--- src/hw/rtl/dra_pkg.sv ---
// Shared types, constants and saturation helpers for the damped resonator
// amplitude tracker. No dependencies.
package dra_pkg;

    localparam int CFG_IDX_W = 8;
    localparam int ACC_W     = 49;

    typedef enum logic [CFG_IDX_W-1:0] {
        CFG_TIME_STEP   = 8'd0,
        CFG_DAMPING     = 8'd1,
        CFG_STIFFNESS   = 8'd2,
        CFG_AMP_LIMIT   = 8'd3
    } t_cfg_idx;

    localparam logic [31:0] TIME_STEP_RST = 32'd97391;
    localparam logic [30:0] AMP_LIMIT_RST = 31'd6553600;

    localparam logic REQ_FORCE = 1'b0;
    localparam logic REQ_CLEAR = 1'b1;

    typedef enum logic [2:0] {
        S_IDLE,
        S_FDT,
        S_DMP,
        S_STF,
        S_VEL,
        S_VDT,
        S_POS,
        S_CLR
    } t_state;

    typedef enum logic [1:0] {
        MUL_FORCE_DT,
        MUL_VEL_DMP,
        MUL_POS_STF,
        MUL_VEL_DT
    } t_mul_sel;

    typedef struct packed {
        logic     mul_en;
        t_mul_sel mul_sel;
        logic     acc_init;
        logic     acc_sub;
        logic     vel_wr;
        logic     commit;
        logic     clr;
    } t_seq;

    typedef struct packed {
        logic [30:0] amp;
        logic        rising;
        logic        peak;
        logic        overflow;
    } t_trk;

    function automatic logic signed [31:0] sat_acc(input logic signed [ACC_W-1:0] v);
        logic signed [31:0] r;
        r = v[31:0];
        if (!v[ACC_W-1] && (|v[ACC_W-2:31])) begin
            r = 32'sh7FFF_FFFF;
        end else if (v[ACC_W-1] && !(&v[ACC_W-2:31])) begin
            r = 32'sh8000_0000;
        end
        return r;
    endfunction

    function automatic logic signed [31:0] sat_33(input logic signed [32:0] v);
        logic signed [31:0] r;
        r = v[31:0];
        if (v[32] != v[31]) begin
            r = v[32] ? 32'sh8000_0000 : 32'sh7FFF_FFFF;
        end
        return r;
    endfunction

    // magnitude of a non-positive value, clipped to 31 bits
    function automatic logic [30:0] neg_mag(input logic signed [31:0] v);
        logic signed [32:0] m;
        logic [30:0]        r;
        m = -{v[31], v};
        r = m[30:0];
        if (m[31]) begin
            r = 31'h7FFF_FFFF;
        end
        return r;
    endfunction

endpackage

--- src/hw/rtl/dra_mul.sv ---
// Shared 32x32 multiplier with operand select and registered product.
// Depends on dra_pkg.
module dra_mul (
    input  logic                i_clk,
    input  logic                i_en,
    input  dra_pkg::t_mul_sel   i_sel,
    input  logic signed [31:0]  i_force,
    input  logic signed [31:0]  i_vel,
    input  logic signed [31:0]  i_pos,
    input  logic        [31:0]  i_time_step,
    input  logic        [31:0]  i_damping,
    input  logic        [30:0]  i_stiffness,
    output logic signed [63:0]  o_prod
);
    import dra_pkg::*;

    logic signed [31:0] w_a;
    logic        [31:0] w_b;
    logic signed [64:0] w_ax;
    logic signed [64:0] w_bx;
    logic signed [64:0] w_p;
    logic signed [63:0] r_prod;

    always_comb begin
        case (i_sel)
            MUL_FORCE_DT: begin
                w_a = i_force;
                w_b = i_time_step;
            end
            MUL_VEL_DMP: begin
                w_a = i_vel;
                w_b = i_damping;
            end
            MUL_POS_STF: begin
                w_a = i_pos;
                w_b = {1'b0, i_stiffness};
            end
            MUL_VEL_DT: begin
                w_a = i_vel;
                w_b = i_time_step;
            end
            default: begin
                w_a = i_vel;
                w_b = i_time_step;
            end
        endcase
    end

    assign w_ax = {{33{w_a[31]}}, w_a};
    assign w_bx = {33'd0, w_b};
    assign w_p  = w_ax * w_bx;

    always_ff @(posedge i_clk) begin
        if (i_en) begin
            r_prod <= w_p[63:0];
        end
    end

    assign o_prod = r_prod;

endmodule

--- src/hw/rtl/dra_amp.sv ---
// Direction tracking, peak amplitude latch and sticky overflow flag.
// Depends on dra_pkg.
module dra_amp (
    input  logic               i_rising,
    input  logic               i_overflow,
    input  logic signed [31:0] i_pos,
    input  logic signed [31:0] i_np,
    input  logic        [30:0] i_amp,
    input  logic        [30:0] i_limit,
    output dra_pkg::t_trk      o_trk
);
    import dra_pkg::*;

    logic signed [32:0] w_neg_np;
    logic               w_fall;
    logic               w_rise;

    assign w_neg_np = -{i_np[31], i_np};
    assign w_fall   = i_np < i_pos;
    assign w_rise   = i_pos < i_np;

    always_comb begin
        o_trk.amp    = i_amp;
        o_trk.rising = i_rising;
        o_trk.peak   = 1'b0;
        if (i_rising) begin
            if (w_fall) begin
                o_trk.rising = 1'b0;
                o_trk.peak   = 1'b1;
                if (i_np > 32'sd0) begin
                    o_trk.amp = i_pos[30:0];
                end
            end else if ($signed({1'b0, i_amp}) < i_np) begin
                o_trk.amp = i_np[30:0];
            end
        end else begin
            if (w_rise) begin
                o_trk.rising = 1'b1;
                if (i_np < 32'sd0) begin
                    o_trk.amp = neg_mag(i_pos);
                end
            end else if ($signed({2'b00, i_amp}) < w_neg_np) begin
                o_trk.amp = neg_mag(i_np);
            end
        end
        o_trk.overflow = i_overflow | (o_trk.amp > i_limit);
    end

endmodule

--- src/hw/rtl/dra_ctrl.sv ---
// Sequencer stepping one transaction through the shared multiplier.
// Depends on dra_pkg.
module dra_ctrl (
    input  logic          i_clk,
    input  logic          i_rst_n,
    input  logic          i_in_valid,
    input  logic          i_req_type,
    input  logic          i_out_free,
    output logic          o_in_ready,
    output dra_pkg::t_seq o_seq
);
    import dra_pkg::*;

    t_state r_state;
    t_state n_state;

    always_ff @(posedge i_clk) begin
        if (!i_rst_n) begin
            r_state <= S_IDLE;
        end else begin
            r_state <= n_state;
        end
    end

    always_comb begin
        n_state       = r_state;
        o_in_ready    = 1'b0;
        o_seq.mul_en  = 1'b0;
        o_seq.mul_sel = MUL_FORCE_DT;
        o_seq.acc_init = 1'b0;
        o_seq.acc_sub = 1'b0;
        o_seq.vel_wr  = 1'b0;
        o_seq.commit  = 1'b0;
        o_seq.clr     = 1'b0;
        case (r_state)
            S_IDLE: begin
                o_in_ready = 1'b1;
                if (i_in_valid) begin
                    n_state = (i_req_type == REQ_CLEAR) ? S_CLR : S_FDT;
                end
            end
            S_FDT: begin
                o_seq.mul_en  = 1'b1;
                o_seq.mul_sel = MUL_FORCE_DT;
                n_state       = S_DMP;
            end
            S_DMP: begin
                o_seq.acc_init = 1'b1;
                o_seq.mul_en   = 1'b1;
                o_seq.mul_sel  = MUL_VEL_DMP;
                n_state        = S_STF;
            end
            S_STF: begin
                o_seq.acc_sub = 1'b1;
                o_seq.mul_en  = 1'b1;
                o_seq.mul_sel = MUL_POS_STF;
                n_state       = S_VEL;
            end
            S_VEL: begin
                o_seq.vel_wr = 1'b1;
                n_state      = S_VDT;
            end
            S_VDT: begin
                o_seq.mul_en  = 1'b1;
                o_seq.mul_sel = MUL_VEL_DT;
                n_state       = S_POS;
            end
            S_POS: begin
                if (i_out_free) begin
                    o_seq.commit = 1'b1;
                    n_state      = S_IDLE;
                end
            end
            S_CLR: begin
                if (i_out_free) begin
                    o_seq.clr = 1'b1;
                    n_state   = S_IDLE;
                end
            end
            default: begin
                n_state = S_IDLE;
            end
        endcase
    end

endmodule

--- src/hw/rtl/damped_resonator_amplitude_tracker_top.sv ---
// Force transaction: four dependent products on the single shared multiplier plus
// accumulate steps; the result commits once the output register is free.
// Clear transaction: zeroes position, velocity, amplitude and overflow flag.
// Results sit in an output register, a new transaction is taken while it waits.
// Synchronous active-low reset: motion state, flags, config and output valid to defaults.
module damped_resonator_amplitude_tracker_top (
    input  logic                              i_clk,
    input  logic                              i_rst_n,
    input  logic                              i_in_valid,
    output logic                              o_in_ready,
    input  logic                              i_req_type,
    input  logic signed [31:0]                i_force_req,
    output logic                              o_out_valid,
    input  logic                              i_out_ready,
    output logic signed [31:0]                o_position,
    output logic        [30:0]                o_amplitude,
    output logic                              o_peak_seen,
    output logic                              o_overflow,
    input  logic                              i_cfg_valid,
    output logic                              o_cfg_ready,
    input  logic [dra_pkg::CFG_IDX_W-1:0]     i_cfg_index,
    input  logic [31:0]                       i_cfg_data
);
    import dra_pkg::*;

    logic        [31:0]      r_time_step;
    logic        [31:0]      r_damping;
    logic        [30:0]      r_stiffness;
    logic        [30:0]      r_limit;
    logic signed [31:0]      r_pos;
    logic signed [31:0]      r_vel;
    logic        [30:0]      r_amp;
    logic                    r_rising;
    logic                    r_ovf;
    logic signed [31:0]      r_force;
    logic signed [ACC_W-1:0] r_acc;
    logic                    r_out_valid;
    logic signed [31:0]      r_o_pos;
    logic        [30:0]      r_o_amp;
    logic                    r_o_peak;
    logic                    r_o_ovf;

    t_seq                    w_seq;
    t_trk                    w_trk;
    logic signed [63:0]      w_prod;
    logic signed [ACC_W-1:0] w_p32;
    logic signed [ACC_W-1:0] w_p16;
    logic signed [ACC_W-1:0] w_vsum;
    logic signed [32:0]      w_psum;
    logic signed [31:0]      w_np;
    logic                    w_out_free;
    logic                    w_in_acc;

    assign o_cfg_ready = 1'b1;
    assign w_out_free  = !r_out_valid || i_out_ready;
    assign w_in_acc    = i_in_valid && o_in_ready;

    always_ff @(posedge i_clk) begin
        if (!i_rst_n) begin
            r_time_step <= TIME_STEP_RST;
            r_damping   <= '0;
            r_stiffness <= '0;
            r_limit     <= AMP_LIMIT_RST;
        end else if (i_cfg_valid) begin
            case (i_cfg_index)
                CFG_TIME_STEP: r_time_step <= i_cfg_data;
                CFG_DAMPING:   r_damping   <= i_cfg_data;
                CFG_STIFFNESS: r_stiffness <= i_cfg_data[30:0];
                CFG_AMP_LIMIT: r_limit     <= i_cfg_data[30:0];
                default: begin
                end
            endcase
        end
    end

    dra_ctrl u_ctrl (
        .i_clk      (i_clk),
        .i_rst_n    (i_rst_n),
        .i_in_valid (i_in_valid),
        .i_req_type (i_req_type),
        .i_out_free (w_out_free),
        .o_in_ready (o_in_ready),
        .o_seq      (w_seq)
    );

    dra_mul u_mul (
        .i_clk       (i_clk),
        .i_en        (w_seq.mul_en),
        .i_sel       (w_seq.mul_sel),
        .i_force     (r_force),
        .i_vel       (r_vel),
        .i_pos       (r_pos),
        .i_time_step (r_time_step),
        .i_damping   (r_damping),
        .i_stiffness (r_stiffness),
        .o_prod      (w_prod)
    );

    // floor-rounded products back in Q16.16
    assign w_p32  = {{(ACC_W-32){w_prod[63]}}, w_prod[63:32]};
    assign w_p16  = {{(ACC_W-48){w_prod[63]}}, w_prod[63:16]};
    assign w_vsum = r_acc - w_p16;
    assign w_psum = {r_pos[31], r_pos} + {w_prod[63], w_prod[63:32]};
    assign w_np   = sat_33(w_psum);

    dra_amp u_amp (
        .i_rising   (r_rising),
        .i_overflow (r_ovf),
        .i_pos      (r_pos),
        .i_np       (w_np),
        .i_amp      (r_amp),
        .i_limit    (r_limit),
        .o_trk      (w_trk)
    );

    always_ff @(posedge i_clk) begin
        if (w_in_acc) begin
            r_force <= i_force_req;
        end
        if (w_seq.acc_init) begin
            r_acc <= {{(ACC_W-32){r_vel[31]}}, r_vel} + w_p32;
        end else if (w_seq.acc_sub) begin
            r_acc <= r_acc - w_p32;
        end
    end

    always_ff @(posedge i_clk) begin
        if (!i_rst_n) begin
            r_pos    <= '0;
            r_vel    <= '0;
            r_amp    <= '0;
            r_rising <= 1'b0;
            r_ovf    <= 1'b0;
        end else if (w_seq.clr) begin
            r_pos <= '0;
            r_vel <= '0;
            r_amp <= '0;
            r_ovf <= 1'b0;
        end else begin
            if (w_seq.vel_wr) begin
                r_vel <= sat_acc(w_vsum);
            end
            if (w_seq.commit) begin
                r_pos    <= w_np;
                r_amp    <= w_trk.amp;
                r_rising <= w_trk.rising;
                r_ovf    <= w_trk.overflow;
            end
        end
    end

    always_ff @(posedge i_clk) begin
        if (!i_rst_n) begin
            r_out_valid <= 1'b0;
        end else if (w_seq.commit || w_seq.clr) begin
            r_out_valid <= 1'b1;
        end else if (i_out_ready) begin
            r_out_valid <= 1'b0;
        end
    end

    always_ff @(posedge i_clk) begin
        if (w_seq.clr) begin
            r_o_pos  <= '0;
            r_o_amp  <= '0;
            r_o_peak <= 1'b0;
            r_o_ovf  <= 1'b0;
        end else if (w_seq.commit) begin
            r_o_pos  <= w_np;
            r_o_amp  <= w_trk.amp;
            r_o_peak <= w_trk.peak;
            r_o_ovf  <= w_trk.overflow;
        end
    end

    assign o_out_valid = r_out_valid;
    assign o_position  = r_o_pos;
    assign o_amplitude = r_o_amp;
    assign o_peak_seen = r_o_peak;
    assign o_overflow  = r_o_ovf;

endmodule

--- config.mk ---
export PLATFORM = sky130hd
export DESIGN_NAME = damped_resonator_amplitude_tracker_top
export DESIGN_NICKNAME = d
export VERILOG_FILES = /design/src/hw/rtl/dra_pkg.sv /design/src/hw/rtl/dra_mul.sv /design/src/hw/rtl/dra_amp.sv /design/src/hw/rtl/dra_ctrl.sv /design/src/hw/rtl/damped_resonator_amplitude_tracker_top.sv
export SDC_FILE = /design/constraint.sdc
export NUM_CORES = 2
export LEC_CHECK = 0
export BUFFER_PORTS_ARGS = -buffer_cell sky130_fd_sc_hd__clkbuf_2
export CORE_ASPECT_RATIO = 1.25
export CORE_MARGIN = 8
export CORE_UTILIZATION = 45
export DETAILED_ROUTE_END_ITERATION = 10
export SYNTH_ARGS = -nofsm -noshare
export SYNTH_HDL_FRONTEND = slang
export SYNTH_SLANG_ARGS = --single-unit
--- constraint.sdc ---
create_clock -name i_clk -period 16.7 [get_ports i_clk]
set_clock_uncertainty 0.05 [all_clocks]
set_input_delay 2.505 -clock i_clk [delete_from_list [all_inputs] [get_ports i_clk]]
set_output_delay 2.505 -clock i_clk [all_outputs]
set_load 0.1 [all_outputs]
==> flow_summary.toml <==
[worst_setup_path]
path_max_fanout = 55
worstSetupPathType = "reg2reg"
end_kind = "flop"
r2r_cells = 34
cp_data_arrival_time_ps = 13250
crit_required_ps = 17010
max_stage_delay_ps = 990
startpoint_type = "flop"
cp_common_cell = "fa_1"
cp_slowest_cell = "dfxtp_1"

[synth]
post-synth-top-count-cell = "nand2_1"
synth_common_cells = "nand2_1 (1410), inv_1 (1154), fa_1 (900), ha_1 (577), nor2_1 (500)"
synth_seq_area_share_pct = 15.4
syn_area_um2 = 63000
syn_inst = 7585
syn_avg_cell_area_um2 = 8.31
synth-main-ff-cell = "dfxtp_1"
synth_top_area_share_pct = 28.6
synth_edf_count = 129
syn_nets = 9140
synth_cell_types = 104
netlist_top_cells_area = "fa_1 (29%), ha_1 (11%), dfxtp_1 (9.3%), nand2_1 (8.4%), inv_1 (6.9%)"
synth_area_leader_cell = "fa_1"
synthArstFlopShare_pct = 0
ys_ff_latch = 421
yosysWarnings = 0

[drt]
firstDrtPassIters = 5
wl_met2_um = 114000
dr_wl_met3_um = 18600
ant_nets = 0
wl_um = 240000
drc = 0
routedWlPerCell_um = 25.4
num_vias = 55400
wl_met1_um = 89600
vias_per_cell = 5.88
drt_iter0_drc = 4772
top_layer_used = "met5"

[run]
maxCapViolCount = 0

[clocking]
h-tree-depth = 2
insertion_delay_ps = 680
ctsResizeCount = 0
cts_buffers = 50
cts.sinks = 421
clockBufferDepth = 3
clockRootBuffer = "clkbuf_16"
cts_tree = "built"
clkTransAtPathRegs_ps = 70
hold_buffers = 0
post-cts-setup-buffers = 0

[placed_design]
hpwlAfterDp_um = 189000
io_buffer_count = 144
globalplace.congestion = 1.03

[grt]
grt_pass1_vias = 56600
grt_start_max_net_pins = 127
antenna_found_initial = 5
grt_pass1_wl_um = 359000
grt_usage_pct = 31.1
gr-total-overflow = 0

[outcome]
status = "completed"

[finish]
syn_to_final_growth_pct = 7.32
drive_gt1_share_pct = 6.46
nets = 9074
n_antenna_cell = 0

[sta]
finalCritPeriodShare_pct = 77.4
finalSetupViolations = 0
fin_tns_setup_ps = 0
slew_headroom_pct = 14.7
worstMarginPinSlew_ps = 1260
max_freq_mhz = 77.3
slew_violations = 0
hold_violations = 0
fin_crit_ps = 12930
rsz0062_at_grt = "false"

[floorplan]
row_count = 153
fp.dieArea_um2 = 152000
die_x_um = 351
fp.dieH_um = 434
core_region_area_um2 = 139000
ios = 146
start_util_pct = 45.3

[min_path]
min_path_type = "reg2reg"
hold_depth = 2
worst paths after layout:
| path | slack [ps] | end | from |
|---|---|---|---|
| setup / recovery | 3770 | u_mul.o_prod[57] | u_ctrl.r_state[0] |
| hold / removal | 390 | o_amplitude[11] | o_amplitude[11] |
| setup reg to reg | 3770 | u_mul.o_prod[57] | u_ctrl.r_state[0] |
| hold reg to reg | 390 | o_amplitude[11] | o_amplitude[11] |
layout by cell type (no fill, tap or decap), drive strengths merged, types with 40 or more instances in the layout:
cell / netlist / final
nand2b: 40 / 40
nand3: 116 / 116
nor2: 501 / 501
dfxtp: 292 / 292
buf: 37 / 118
a21boi: 139 / 139
xnor2: 146 / 146
a22oi: 66 / 66
and2: 50 / 50
a21oi: 327 / 327
nand2: 1411 / 1411
nor3: 67 / 67
a211oi: 52 / 52
o21ai: 302 / 302
inv: 1154 / 1164
nor2b: 43 / 43
o21a: 105 / 105
a21o: 158 / 158
clkbuf: 342 / 210
ha: 577 / 577
fa: 900 / 900
nand4: 55 / 55
edfxtp: 129 / 129
xor2: 71 / 71
logic make-up after synthesis:
family	synth area share, %
and+or+nand+nor	16.4
buffers and inverters	9.20
AOI/OAI and AO/OA	15.5
adders and majority gates	40.0
DFF	15.4
xor gates and xnor gates	3.01
muxes	0.389
other	0.00595
sequential cells by signal, indices dropped and copies added, names as in the netlist, 3 cells and up:
signal and cells:
r_force 32, u_ctrl.r_state 3, r_pos 32, r_stiffness 31, r_vel 32, r_acc 49
r_damping 32, r_amp 31, u_mul.o_prod 48, r_time_step 32, o_position 32, o_amplitude 31
r_limit 31
routing by layer:
metal / global-route usage [%] / vias to the layer above
li1: - / 24500
met1: 37.4 / 27600
met2: 52.5 / 2595
met3: 5.03 / 719
met4: 18.6 / 8
met5: 0 / -
layout make-up:
cell class | count | area [um2]
Multi-Input combinational cell | 5628 | 47900
Fill cell | 13700 | 71500
Clock inverter | 26 | 328
Sequential cell | 421 | 9720
Clock buffer | 67 | 1420
Tap cell | 1860 | 2330
Timing Repair Buffer | 261 | 1600
Inverter | 1157 | 4340
critical path, delay by kind of cell (launching register included):
family	cells	cell delay (ps)
flip-flops	1	990
buffers and inverters	9	1770
XOR/XNOR	1	530
AND/OR/NAND/NOR	6	1240
AO/OA/AOI/OAI	8	2720
adder cells (fa/ha/maj)	10	5150
through the flow:
step | worst slack (ps) | hold slack [ps] | utilization [%] | instances | cell area [um2]
global placement | 3960 | 379 | 47.4 | 9327 | 65900
global route | 3070 | 406 | 48.6 | 9420 | 67700
CTS | 3830 | 394 | 48.6 | 9420 | 67700
finish | 3770 | 392 | 48.6 | 9420 | 67700
floorplan | 4160 | 383 | - | 7585 | 63000
detailed placement | 3890 | 384 | 47.4 | 9327 | 65900
Power is not shown: default switching activity piles up to over one toggle a cycle in this logic, so the estimate is an artifact.
